$ cat config.mk
export PLATFORM = sky130hd
export DESIGN_NAME = daa_rot_stage
export DESIGN_NICKNAME = d
export VERILOG_FILES = /design/src/rtl/daa_pkg.sv /design/src/rtl/daa_rot_stage.sv
export SDC_FILE = /design/constraint.sdc
export NUM_CORES = 1
export LEC_CHECK = 0
export BUFFER_PORTS_ARGS = -buffer_cell sky130_fd_sc_hd__buf_2
export CAP_MARGIN = 15
export CORE_MARGIN = 2
export CORE_UTILIZATION = 55
export CTS_CLUSTER_SIZE = 10
export DETAILED_ROUTE_END_ITERATION = 16
export PLACE_DENSITY_LB_ADDON = 0.08
export SYNTH_ARGS = -nofsm -noshare
export SYNTH_HDL_FRONTEND = slang
export SYNTH_SLANG_ARGS = --single-unit
export TNS_END_PERCENT = 5
$ cat constraint.sdc
create_clock -name clk -period 0.96 [get_ports clk]
set_input_delay 0.048 -clock clk [delete_from_list [all_inputs] [get_ports clk]]
set_output_delay 0.048 -clock clk [all_outputs]
set_load 0.03 [all_outputs]
$ cat src/rtl/daa_pkg.sv
// types and constants for the direction angle averager
// no dependencies
`timescale 1ns / 1ps
package daa_pkg;
    // component and angle widths are fixed by the beat layouts
    localparam int ComponentWidth = 16;
    localparam int AngleWidth     = 16;
    localparam logic [31:0] GainQ30 = 32'd652032874;

    typedef struct packed {
        logic signed [ComponentWidth-1:0] first_x;
        logic signed [ComponentWidth-1:0] first_y;
        logic signed [ComponentWidth-1:0] second_x;
        logic signed [ComponentWidth-1:0] second_y;
    } in_beat_t;

    typedef struct packed {
        logic signed [15:0]        dir_x;
        logic signed [15:0]        dir_y;
        logic [AngleWidth-1:0]     avg_angle;
        logic                      zero_vector;
    } out_beat_t;

    // atan(2^-i), 2^32 per full turn
    function automatic logic [31:0] turn_angle(input int i);
        logic [31:0] t;
        begin
            case (i)
                0: t = 32'h20000000;  1: t = 32'h12E4051E;
                2: t = 32'h09FB385B;  3: t = 32'h051111D4;
                4: t = 32'h028B0D43;  5: t = 32'h0145D7E1;
                6: t = 32'h00A2F61E;  7: t = 32'h00517C55;
                8: t = 32'h0028BE53;  9: t = 32'h00145F2F;
                10: t = 32'h000A2F98; 11: t = 32'h000517CC;
                12: t = 32'h00028BE6; 13: t = 32'h000145F3;
                14: t = 32'h0000A2FA; 15: t = 32'h0000517D;
                16: t = 32'h000028BE; 17: t = 32'h0000145F;
                18: t = 32'h00000A30; 19: t = 32'h00000518;
                20: t = 32'h0000028C; 21: t = 32'h00000146;
                22: t = 32'h000000A3; 23: t = 32'h00000051;
                default: t = 32'h0;
            endcase
            return t;
        end
    endfunction
endpackage

$ cat src/rtl/daa_rot_stage.sv
// one pipelined rotation cordic step
// depends on daa_pkg
`timescale 1ns / 1ps
module daa_rot_stage #(
    parameter int STEP = 0,
    parameter int AW   = 16
) (
    input  logic                clk,
    input  logic                rst_n,
    input  logic                en,
    input  logic                valid_in,
    input  logic signed [33:0]  x_in,
    input  logic signed [33:0]  y_in,
    input  logic [31:0]         z_in,
    input  logic                neg_in,
    input  logic                zero_in,
    input  logic [AW-1:0]       ang_in,
    output logic                valid_out,
    output logic signed [33:0]  x_out,
    output logic signed [33:0]  y_out,
    output logic [31:0]         z_out,
    output logic                neg_out,
    output logic                zero_out,
    output logic [AW-1:0]       ang_out
);
    localparam logic [31:0] Ang = daa_pkg::turn_angle(STEP);

    logic               valid_reg, neg_reg, zero_reg;
    logic signed [33:0] x_reg, y_reg, x_next, y_next;
    logic [31:0]        z_reg, z_next;
    logic [AW-1:0]      ang_reg;

    always_comb
    begin
        if (!z_in[31])
        begin
            x_next = x_in - (y_in >>> STEP);
            y_next = y_in + (x_in >>> STEP);
            z_next = z_in - Ang;
        end
        else
        begin
            x_next = x_in + (y_in >>> STEP);
            y_next = y_in - (x_in >>> STEP);
            z_next = z_in + Ang;
        end
    end

    always_ff @(posedge clk or negedge rst_n)
    begin
        if (!rst_n)
            valid_reg <= 1'b0;
        else if (en)
            valid_reg <= valid_in;
    end

    always_ff @(posedge clk)
    begin
        if (en)
        begin
            x_reg <= x_next; y_reg <= y_next; z_reg <= z_next;
            neg_reg <= neg_in; zero_reg <= zero_in; ang_reg <= ang_in;
        end
    end

    assign valid_out = valid_reg;
    assign x_out = x_reg; assign y_out = y_reg; assign z_out = z_reg;
    assign neg_out = neg_reg; assign zero_out = zero_reg; assign ang_out = ang_reg;
endmodule

==> flow_metrics.tcl, run 1 <==
set metrics [dict create \
    routabilityCongestion 0.988 \
    port_buffers 240 \
    synth-xor-area-share_pct 5.93 \
    cts-htree-levels 4 \
    synthFlopType "edfxtp_1" \
    synth_mux_area_share_pct 1.68 \
    initial_utilization_pct 55.9 \
    haltStage "5_1_grt" \
    synth_seq_cells 118 \
    ys_seq_area_share_pct 36.8 \
    root_buffer "clkbuf_16" \
    crit_endpoint "x_out[30]$_DFFE_PP_/D" \
    yosys.area_share.simple_pct 12.6 \
    track_usage_pct 97.5 \
    endpoint_type "sequential cell input" \
    synth_top_family_by_area "compound AO/OA/AOI/OAI gates" \
    yosysUniqueCellTypes 77 \
    pin_count 241 \
    syn_inst 1044 \
    yosys_warnings 0 \
    syn_nets 1270 \
    synth_adder_area_share_pct 13.9 \
    synth_edf_count 117 \
    dp_slack_ps -2090 \
    status "aborted with a tool error" \
    cts_max_path_buffers 2 \
    row_count 48 \
    grt_max_degree 45 \
    die_w_microns 136 \
    synthArstFlopShare_pct 0.847 \
    synth_compound_area_share_pct 22.5 \
    die_h_microns 136 \
    syn_area_per_cell_sq_um 9.20 \
    cts_inserted_buffers 17 \
    numClockSinks 118 \
    dp_hpwl_mm 29.5 \
    firstError "[ERROR GRT-0232] Routing congestion too high. Check the congestion heatmap in the GUI." \
    syn-cell-area_sq_mm 0.00960 \
    grt_overflow 1445 \
]
## logic make-up after synthesis
family | Yosys count
AOI/OAI and AO/OA | 337
adders and majority gates | 104
and+or+nand+nor | 247
muxes | 16
buffers and inverters | 157
DFF | 118
xor gates and xnor gates | 65
## stage by stage
step / cells / cell area (sq um) / setup TNS, ps
CTS: 1918 / 16300 / -69740
detailed placement: 1801 / 13600 / -99600
global placement: 1801 / 13600 / -95460
floorplan: 1044 / 9790 / -68330
## routing by layer
metal	overflow	track usage [%]
met4	344	114
met1	11	86.5
met2	1077	129
met5	0	35.3
met3	13	71.3
## Yosys cell counts (12+ instances only)
cell type	number	share of area [%]
xnor2_1	56	5.1
edfxtp_1	117	37
nand3_1	13	0.68
nand2b_1	14	0.91
nor2_1	89	3.5
o211ai_1	14	1.1
nand2_1	54	2.1
mux2i_1	15	1.6
a21o_1	12	0.94
a21oi_1	115	6.0
nor3_1	12	0.63
o21ai_0	84	4.4
ha_1	100	13
inv_1	107	4.2
o21bai_1	13	1.0
clkbuf_1	27	1.1
## what timing repair did
action | 4_1_cts
gates cloned | 0
endpoints found under the hold margin | 50
gates resized for setup | 390
setup endpoints to repair | 185
buffers inserted | 35
pin swaps | 70
hold buffers | 51
==> inputs of run 2 (changes only) <==
- CORE_UTILIZATION: 55 -> 40
- CTS_CLUSTER_SIZE: 10 -> default
- PLACE_DENSITY_LB_ADDON: 0.08 -> 0.15
==> run 2 against run 1 <==
  * The flow now finishes, with violations (hold timing, setup timing)
  * Synthesized cell count stayed put
  * Synthesized area did not move
==> flow_metrics.tcl, run 2 <==
set metrics [dict create \
    ys_seq_area_share_pct 36.8 \
    root_buffer "clkbuf_16" \
    critPathTopFamily "compound AO/OA/AOI/OAI gates" \
    slew-limit-headroom_pct 62.2 \
    rsz0062_at_grt "true" \
    cp_data_required_time_ps 1130 \
    hold_violations 1 \
    numClockSinks 118 \
    num-fill-cells 1739 \
    grt_pass1_vias 10400 \
    synth_seq_cells 118 \
    hold_ws_ps -7.26 \
    initial_utilization_pct 40.8 \
    final_cells 2016 \
    r2r_start "valid_out" \
    core_sq_mm 0.0235 \
    drtIter0Drc 857 \
    layout-area-overhead-vs-synth_pct 76.4 \
    drv_cap 0 \
    syn_area_per_cell_sq_um 9.20 \
    seqCellArea_sq_mm 0.00354 \
    min_from "z_in[30]" \
    cts_tree "built" \
    yosysTopAreaCell "edfxtp_1" \
    crit_path_end_kind "flip-flop" \
    yosysUniqueCellTypes 77 \
    pwr-share-seq_pct 28.2 \
    yosys_warnings 0 \
    drv_slew 0 \
    violations "hold timing, setup timing" \
    synth_top_area_share_pct 36.6 \
    ir_worst_vdd_v 0.00141 \
    power.leakage_uw 0.00760 \
    critPathLaunchType "primary input" \
    cts_inserted_buffers 17 \
    clk_latency_ps 410 \
    crit_arrival_ps 2530 \
    syn_inst 1044 \
    final_antenna_net_count 0 \
    row_count 56 \
    drt_wl_total_mm 38.4 \
    viasPerCell 5.22 \
    cts-htree-levels 4 \
    die_w_microns 159 \
    power.total_uw 24700 \
    switching_power_uw 8670 \
    nNetsFinal 1910 \
    pin_count 241 \
    status "complete, but fails checks" \
    dp.cells 1908 \
    track_usage_pct 29.5 \
    antenna_cells 0 \
    dp_slack_ps -2060 \
    synthTopCellsByCount "edfxtp_1 (117), a21oi_1 (115), inv_1 (107)" \
    final_core_util_pct 72.0 \
    drive_gt1_share_pct 48.9 \
    synth_area_leaders "edfxtp_1 (37%), ha_1 (13%), a21oi_1 (6.0%), xnor2_1 (5.1%), o21ai_0 (4.4%)" \
    tightest_slew_ps 560 \
    cts_max_path_buffers 2 \
    period_needed_ps 2350 \
    p_int_uw 16000 \
    synthFlopType "edfxtp_1" \
    fin_skew_ps 0 \
    path_max_fanout 5 \
    pwr-share-comb_pct 43.3 \
    grt_overflow 0 \
    port_buffers 240 \
    synthArstFlopShare_pct 0.847 \
    synth_edf_count 117 \
    multiInputGateArea_sq_mm 0.00643 \
    syn-cell-area_sq_mm 0.00960 \
    antenna_found_initial 0 \
    die_area_sq_mm 0.0253 \
    clockPowerShare_pct 28.5 \
    die_h_microns 159 \
    finalSetupViolCount 183 \
    clkSlewWorstSetupHoldPaths_ps 60 \
    crit_chain "buf_8, ha_4, or3_4, nor2_4, a2111oi_4, buf_4, a211o_1, o211ai_2, nor4b_4, buf_4, o22ai_4, o22ai_2, xnor2_1" \
    worst_slack_ps -1390 \
    grt_max_degree 54 \
    path_class "in -> reg" \
    drtPass1Iterations 5 \
    wl_per_cell_microns 19.0 \
    syn_nets 1270 \
    routabilityCongestion 0.976 \
    critical_path.slowest_cell "or3_4" \
    critPathBufInv 3 \
    vias 10500 \
    power_density_mw_per_mm2 1460 \
    yosys.cell_count.top_type "edfxtp_1" \
    crit_top_cell "buf_4" \
    final_cell_mix "buf_4 (358), buf_6 (141), edfxtp_1 (117)" \
    min_path_type "in -> reg" \
    startpoint "y_in[8]" \
    layout_commonest_cell "buf_4" \
    dp_hpwl_mm 29.1 \
    swShare_pct 35.1 \
    post-route-period-util_pct 245 \
    largest_reg_flops 34 \
    cp_slowest_stage_delay_ps 440 \
    grt_pass1_wl_mm 58.9 \
    drc 0 \
    max_freq_ghz 0.425 \
]
run 2: logic make-up after synthesis:
family | share of synthesized area, %
multiplexers | 1.68
adder cells (fa/ha/maj) | 13.9
AO/OA/AOI/OAI | 22.5
AND/OR/NAND/NOR | 12.6
XOR/XNOR | 5.93
buffers and inverters | 6.59
flip-flops | 36.8
run 2: layout make-up:
class | instances | share of cell area, %
clock buffer | 17 | 2.51
clock inverter | 15 | 1.26
tap | 319 | 2.36
sequential | 118 | 20.9
inverter | 110 | 2.54
timing repair buffer | 668 | 32.5
multi-input combinational | 769 | 38.0
run 2: metrics by stage:
stage          TNS, ps  area [sq um]
3_5_place_dp   -102750         13900
3_3_place_gp   -101400         13900
6_report        -71490         16900
2_1_floorplan   -68330          9790
4_1_cts         -70410         16600
5_1_grt         -78950         16900
run 2: layer usage:
metal | routed length [microns] | GRT usage, % | vias up
met5 | 0 | 0 | -
met4 | 773 | 6.86 | 0
met3 | 2780 | 5.34 | 51
met2 | 18000 | 49.3 | 429
met1 | 16800 | 40.1 | 5017
li1 | - | - | 5028
run 2: power by group through the flow:
stage	Clock [uW]	Sequential, uW	Combinational (uW)
global placement	0	6860	8550
global route	7370	7010	11300
detailed placement	0	6870	8610
finish	7050	6960	10700
floorplan	0	8260	3250
CTS	7100	6940	10200
run 2: worst paths after layout:
path                                   to  slack [ps]  cells past startpoint
worst max-delay path            y_out[30]       -1390                     13
worst min-delay path            z_out[30]          -7                      2
worst max register to register  valid_out         190                      1
worst min register to register  valid_out         550                      1
max in group asynchronous       valid_out         350                      3
min in group asynchronous       valid_out         490                      3
run 2: timing repair:
action / CTS / global route
endpoints found under the setup margin: 184 / 186
pin swaps: 70 / 43
resized for setup: 382 / 84
cloned: 0 / 0
hold buffers: 51 / 0
hold endpoints to repair: 51 / 0
buffers inserted: 19 / 6
Note: power is estimated with default switching activity, not from simulation.
