==> config.mk <==
export PLATFORM = sky130hd
export DESIGN_NAME = daa_vec_stage
export DESIGN_NICKNAME = d
export VERILOG_FILES = /design/src/rtl/daa_pkg.sv /design/src/rtl/daa_vec_stage.sv
export SDC_FILE = /design/constraint.sdc
export NUM_CORES = 1
export LEC_CHECK = 0
export ABC_AREA = 1
export CAP_MARGIN = 40
export CORE_MARGIN = 3
export CORE_UTILIZATION = 30
export CTS_CLUSTER_DIAMETER = 80
export DETAILED_ROUTE_END_ITERATION = 12
export DONT_BUFFER_PORTS = 1
export SLEW_MARGIN = 20
export SYNTH_ARGS = -nofsm -noshare
export SYNTH_HDL_FRONTEND = slang
export SYNTH_SLANG_ARGS = --single-unit
export TNS_END_PERCENT = 50
==> constraint.sdc <==
create_clock -name clk -period 0.8 [get_ports clk]
set_input_delay 0.04 -clock clk [delete_from_list [all_inputs] [get_ports clk]]
set_output_delay 0.04 -clock clk [all_outputs]
set_load 0.01 [all_outputs]
==> src/rtl/daa_pkg.sv <==
// types and constants for the direction angle averager
// no dependencies
`timescale 1ns / 1ps
package daa_pkg;
    // component and angle widths are fixed by the beat layouts
    localparam int ComponentWidth = 16;
    localparam int AngleWidth     = 16;
    localparam logic [31:0] GainQ30 = 32'd652032874;

    typedef struct packed {
        logic signed [ComponentWidth-1:0] first_x;
        logic signed [ComponentWidth-1:0] first_y;
        logic signed [ComponentWidth-1:0] second_x;
        logic signed [ComponentWidth-1:0] second_y;
    } in_beat_t;

    typedef struct packed {
        logic signed [15:0]        dir_x;
        logic signed [15:0]        dir_y;
        logic [AngleWidth-1:0]     avg_angle;
        logic                      zero_vector;
    } out_beat_t;

    // atan(2^-i), 2^32 per full turn
    function automatic logic [31:0] turn_angle(input int i);
        logic [31:0] t;
        begin
            case (i)
                0: t = 32'h20000000;  1: t = 32'h12E4051E;
                2: t = 32'h09FB385B;  3: t = 32'h051111D4;
                4: t = 32'h028B0D43;  5: t = 32'h0145D7E1;
                6: t = 32'h00A2F61E;  7: t = 32'h00517C55;
                8: t = 32'h0028BE53;  9: t = 32'h00145F2F;
                10: t = 32'h000A2F98; 11: t = 32'h000517CC;
                12: t = 32'h00028BE6; 13: t = 32'h000145F3;
                14: t = 32'h0000A2FA; 15: t = 32'h0000517D;
                16: t = 32'h000028BE; 17: t = 32'h0000145F;
                18: t = 32'h00000A30; 19: t = 32'h00000518;
                20: t = 32'h0000028C; 21: t = 32'h00000146;
                22: t = 32'h000000A3; 23: t = 32'h00000051;
                default: t = 32'h0;
            endcase
            return t;
        end
    endfunction
endpackage

==> src/rtl/daa_vec_stage.sv <==
// one pipelined vectoring cordic step for two vectors side by side
// depends on daa_pkg
`timescale 1ns / 1ps
module daa_vec_stage #(
    parameter int STEP = 0,
    parameter int XW   = 34
) (
    input  logic                 clk,
    input  logic                 rst_n,
    input  logic                 en,
    input  logic                 valid_in,
    input  logic signed [XW-1:0] x1_in,
    input  logic signed [XW-1:0] y1_in,
    input  logic [31:0]          z1_in,
    input  logic signed [XW-1:0] x2_in,
    input  logic signed [XW-1:0] y2_in,
    input  logic [31:0]          z2_in,
    input  logic                 zero_in,
    output logic                 valid_out,
    output logic signed [XW-1:0] x1_out,
    output logic signed [XW-1:0] y1_out,
    output logic [31:0]          z1_out,
    output logic signed [XW-1:0] x2_out,
    output logic signed [XW-1:0] y2_out,
    output logic [31:0]          z2_out,
    output logic                 zero_out
);
    localparam logic [31:0] Ang = daa_pkg::turn_angle(STEP);

    logic                 valid_reg;
    logic signed [XW-1:0] x1_reg, y1_reg, x2_reg, y2_reg;
    logic signed [XW-1:0] x1_next, y1_next, x2_next, y2_next;
    logic [31:0]          z1_reg, z2_reg, z1_next, z2_next;
    logic                 zero_reg;

    always_comb
    begin
        if (!y1_in[XW-1])
        begin
            x1_next = x1_in + (y1_in >>> STEP);
            y1_next = y1_in - (x1_in >>> STEP);
            z1_next = z1_in + Ang;
        end
        else
        begin
            x1_next = x1_in - (y1_in >>> STEP);
            y1_next = y1_in + (x1_in >>> STEP);
            z1_next = z1_in - Ang;
        end
        if (!y2_in[XW-1])
        begin
            x2_next = x2_in + (y2_in >>> STEP);
            y2_next = y2_in - (x2_in >>> STEP);
            z2_next = z2_in + Ang;
        end
        else
        begin
            x2_next = x2_in - (y2_in >>> STEP);
            y2_next = y2_in + (x2_in >>> STEP);
            z2_next = z2_in - Ang;
        end
    end

    always_ff @(posedge clk or negedge rst_n)
    begin
        if (!rst_n)
            valid_reg <= 1'b0;
        else if (en)
            valid_reg <= valid_in;
    end

    always_ff @(posedge clk)
    begin
        if (en)
        begin
            x1_reg <= x1_next; y1_reg <= y1_next; z1_reg <= z1_next;
            x2_reg <= x2_next; y2_reg <= y2_next; z2_reg <= z2_next;
            zero_reg <= zero_in;
        end
    end

    assign valid_out = valid_reg;
    assign x1_out = x1_reg; assign y1_out = y1_reg; assign z1_out = z1_reg;
    assign x2_out = x2_reg; assign y2_out = y2_reg; assign z2_out = z2_reg;
    assign zero_out = zero_reg;
endmodule

* Word-level counts from Yosys, hierarchy flattened *
Cells that the tools add are included.

word-level totals
  register bits = 202
  bits of input ports = 205
  output and inout port bits = 202
  word-level logic and storage cells = 24

cells by class
  $add $sub $neg = 10
  multiplexer cells = 6

operators by type and width
  cell                                                  number
  2-to-1 mux 34 bit                                     4
  subtractor 34 bit                                     4
  adder 34 bit                                          2
  adder 32 x 30 -> 32 bit (second input constant)       2
  2-to-1 mux 32 bit                                     2
  subtractor 32 x 30 -> 32 bit (second input constant)  2

* Logic depth before layout (Yosys ltp) *
  depth in word-level cells = 2
  gate-level depth with buffers = 17
  gate-level depth less buffers = 16

* Worst setup path after synthesis *
Ideal clock, no wire load.

  path type = input-to-reg
  start point = input y2_in[0]
  end point = register y2_reg[32], in the netlist y2_out[32] (data pin)
  setup slack = -0.949 ns
  buffers on the path = 0
  setup time = 0.254 ns
  cell stages on the path = 13
  arrival time = 1.495 ns
  required time = 0.546 ns
  cells stage by stage = inv_1 -> ha_1 -> fa_1 -> o21ai_1 -> nand2_1 -> nand2_1 -> nand2_1 -> nand2_1 -> nand2_1 -> nand2_1 -> nand2_1 -> nand3_1 -> nand2_1

on the way
  longest elaborated chain between the ends = 2
  elaborated cells on any way between the ends = 3
  those cells by class = 2 x add/sub; 1 x mux

RTL lines
  item                                               RTL line                                  text
  start, declared                                    daa_vec_stage.sv:16                       input logic signed [XW-1:0] y2_in,
  subtractor 34 bit or adder 34 bit (tied branches)  daa_vec_stage.sv:53, daa_vec_stage.sv:59
  2-to-1 mux 34 bit *                                daa_vec_stage.sv:50                       if (!y2_in[XW-1])
  net y2_next[32]                                    daa_vec_stage.sv:32                       logic signed [XW-1:0] x1_next, y1_next, x2_next, y2_next;
  end signal, assigned                               daa_vec_stage.sv:77                       x2_reg <= x2_next; y2_reg <= y2_next; z2_reg <= z2_next;
  end, declared                                      daa_vec_stage.sv:31                       logic signed [XW-1:0] x1_reg, y1_reg, x2_reg, y2_reg;

Mark *: on every way through the listed nets, which the timed path passes. The rest lies on a longest branch.
A chain may end at the register's enable or synchronous reset.

* Final worst setup path *
  start point = input x1_in[4]
  end point = register y1_reg[30], in the netlist y1_out[30] (data pin)

on the way
  longest elaborated chain between the ends = 2
  elaborated cells on any way between the ends = 3
  those cells by class = 2 x add/sub; 1 x mux

RTL lines
  item                                               RTL line                                  text
  start, declared                                    daa_vec_stage.sv:12                       input logic signed [XW-1:0] x1_in,
  subtractor 34 bit or adder 34 bit (tied branches)  daa_vec_stage.sv:41, daa_vec_stage.sv:47
  2-to-1 mux 34 bit *                                daa_vec_stage.sv:38                       if (!y1_in[XW-1])
  net y1_next[30]                                    daa_vec_stage.sv:32
  end signal, assigned                               daa_vec_stage.sv:76                       x1_reg <= x1_next; y1_reg <= y1_next; z1_reg <= z1_next;
  end, declared                                      daa_vec_stage.sv:31

Marked as above.

==> metrics <==
Fmax=0.730 GHz; Tcrit/Tclk final=171%; Finished Cell Area=about 0.034 mm^2; Least-Margin Pin Slew=between 500 and 600 ps; wire length per cell=~20 um; HP Class=in -> reg; crit start category=primary input; status=finished with violations; Post-Syn Instances=approximately 3200; All-Layer GR Usage=between 20% and 30%; worst setup margin=-569 ps; core area=just under 0.07 mm^2; fillers=around 6500; Post-Synth XOR/XNOR Area=about 2.3%; number of global-route vias before repair=about 23000; Initial DRT Pass Iterations=5; CP required=roughly 1100 ps; adder-cell area share of the yosys netlist=around 13%; initial antenna violation count=2; Max Root-Sink Buffers=2; unrepaired setup endpoints after global routing=true; Initial Utilization=about 30%; Final Max Tran Viols=0; Remaining Overflow, GRT=0; num ports=407; Die X=270 um; Seq cells post-synth=200; area grow syn2layout=61.7%; CTS Hold Buffers Added=67; Die ar.=around 0.073 mm^2; PortBufs=0; R2R Setup Slk=approximately 40 ps; violated checks=hold timing, setup timing; CP Data Arrival Time=roughly 1600 ps; register area share after synthesis=between 20% and 30%; Initial DRC Count=approximately 1800; CTS H-Tree Depth=4; endpoints failing setup=332; Final HPWL DP=roughly 70000 um; Worst slew margin=65.0%; largest family of logic cells by synthesized area=simple AND/OR/NAND/NOR gates; number of CTS-inserted buffers=17; Crit Path Class=in -> reg; final WL=93300 um; worst IR drop on VDD=0.00107 V; Rows=96; Die Span Y=around 270 um; most frequent cells in the layout=588 x nand2_1, 535 x buf_4, 347 x inv_1; Synth area leader=edfxtp_1; Critical Path End=y1_out[30]; final hold vios=231; largest net degree at the start of global routing=around 200; post-layout util=around half; reg2reg end=valid_out; final non-filler cell total=between 4000 and 5000; Cells after DPL=4493; # DRC=0; Clock transition at path regs=about 100 ps; post-route ant nets=0; Post-synth EDFFs=slightly below 200; Mean Syn Cell Area=around 6.6 um^2; global-route wire length before repair=134000 um; vias per inst=approximately 5.1; commonest non-fill, non-tap cell in the layout=nand2_1; dominant synthesized flop cell=edfxtp_1; n_diodes=0; Placer Congestion=0.957; total number of vias=24200; Synth warnings=0; final hold slack=-366 ps; Leak=~15 nW; pwr dens=1410 mW/mm^2; Final nets=4191; compound-gate portion of the synthesized area=about an eighth; placement-stage cell area=between 0.02 and 0.03 mm^2; Yosys top cell area share=28.5%; synthesized-area fraction occupied by and/or/nand/nor cells=about a third; fraction of registers with async set/reset=less than 1%; Clk Latency, worst-skew pair=510 ps; multiplexer area fraction after synthesis=less than 1%; Fin Clk Skew=0 ps; Tmin final=~1400 ps; CTS sink cnt=200; ranking of synthesized cells by area=edfxtp_1 28%, nand2_1 16%, ha_1 12%, inv_1 8.7%, nand3_1 7.6%; layout cells sized above 1=between 40% and 50%; Max FO, Critical Path=7; worst reg2reg path depth=1; CTS tree=yes; Max-cap violations=0; Worst R2R Start=valid_out; root buf cell=clkbuf_16; setup TNS=-95770 ps; Setup crit end kind=flip-flop; synth unique cells=between 40 and 50; beginning of the critical path=x1_in[4]; syn nets=~3600; post-synthesis cell area=around 0.021 mm^2
[cell usage after synthesis, types with 4 or more instances]
library cell,count
inv_2,10
inv_1,488
nand2_2,21
buf_4,48
nand4_1,26
nand3b_1,6
buf_1,7
nor2_2,12
a21oi_2,4
o21bai_1,34
nor4_1,5
nor2_1,273
nand2_1,911
a21o_1,8
buf_2,20
xnor2_1,5
xor2_1,49
nand3_1,318
or2_2,6
o21ai_1,20
a31oi_1,4
edfxtp_1,199
o21a_1,8
o21ai_0,157
o211ai_1,5
ha_1,198
clkbuf_1,16
nor3_1,29
fa_1,8
a21oi_1,221
nor3_2,4
o22ai_1,9
[routing by layer]
layer  vias to the layer above  global-route usage [%]  share of wire, %
met4                         0                    9.47               4.4
met2                       996                    40.7                49
li1                      11400                       -                 -
met5                         -                       0                 0
met1                     11600                    29.1                40
met3                       236                    4.54               7.0
[repair_timing]
item | 4_1_cts | 5_1_grt
pin swaps | 297 | 237
gates resized for setup | 619 | 459
endpoints found under the setup margin | 329 | 332
endpoints found under the hold margin | 366 | 302
buffers inserted | 71 | 71
cloned | 0 | 0
[registers in the layout, indices dropped and copies added, names as in the netlist]
name,cells
x2_out,34
y1_out,34
x1_out,33
y2_out,33
z1_out,32
z2_out,32
valid_out,1
zero_out,1
[worst min-delay path by stage]
stage / startpoint / endpoint / depth (start not counted)
final: en / x2_out[6] / 0
after global routing: en / x2_out[6] / 0
after CTS: en / x2_out[6] / 0
after detailed placement: rst_n / valid_out / 0
after global placement: rst_n / valid_out / 0
after floorplan: rst_n / valid_out / 0
[report_power, final]
part	total [mW]	leakage, nW	switching, mW	internal [mW]
sequential	14.8	1.96	1.49	13.3
clock	10.2	0.318	5.52	4.71
combinational	22.7	13.2	12.8	9.94
[cells by family (layout without fill, tap and decap cells)]
group | Yosys count | after routing
and+or+nand+nor | 1628 | 1628
muxes | 3 | 3
xor gates and xnor gates | 54 | 54
DFF | 200 | 200
buffers and inverters | 592 | 1229
AOI/OAI and AO/OA | 473 | 473
adders and majority gates | 206 | 206
[stage by stage]
stage                     total power [mW]  worst slack, ps
after detailed placement              32.2            -1280
final                                 47.7             -569
after floorplan                       25.0             -783
after global placement                32.2            -1270
after global routing                  50.0             -626
after CTS                             45.3             -488
[critical path, stage by stage]
cell and delay (ps):
inv_8 10, ha_4 300, buf_12 140, nand2_8 70, nor2_4 130, buf_6 110
nand2_2 40, o211ai_1 140, nand2_1 180, nand2_2 160, nand2_2 70, nand2_1 60
nand2_1 60, nand3_2 60, nand2_2 70
[layout make-up]
cell class | count | area, um^2 | share of cell area [%]
Sequential cell | 200 | 6000 | 17.7
Clock buffer | 17 | 425 | 1.25
Clock inverter | 15 | 229 | 0.675
Tap cell | 931 | 1160 | 3.43
Multi-Input combinational cell | 2364 | 18000 | 53.0
Timing Repair Buffer | 699 | 5980 | 17.6
Inverter | 498 | 2140 | 6.31
Power figures use the tool's default switching activity.
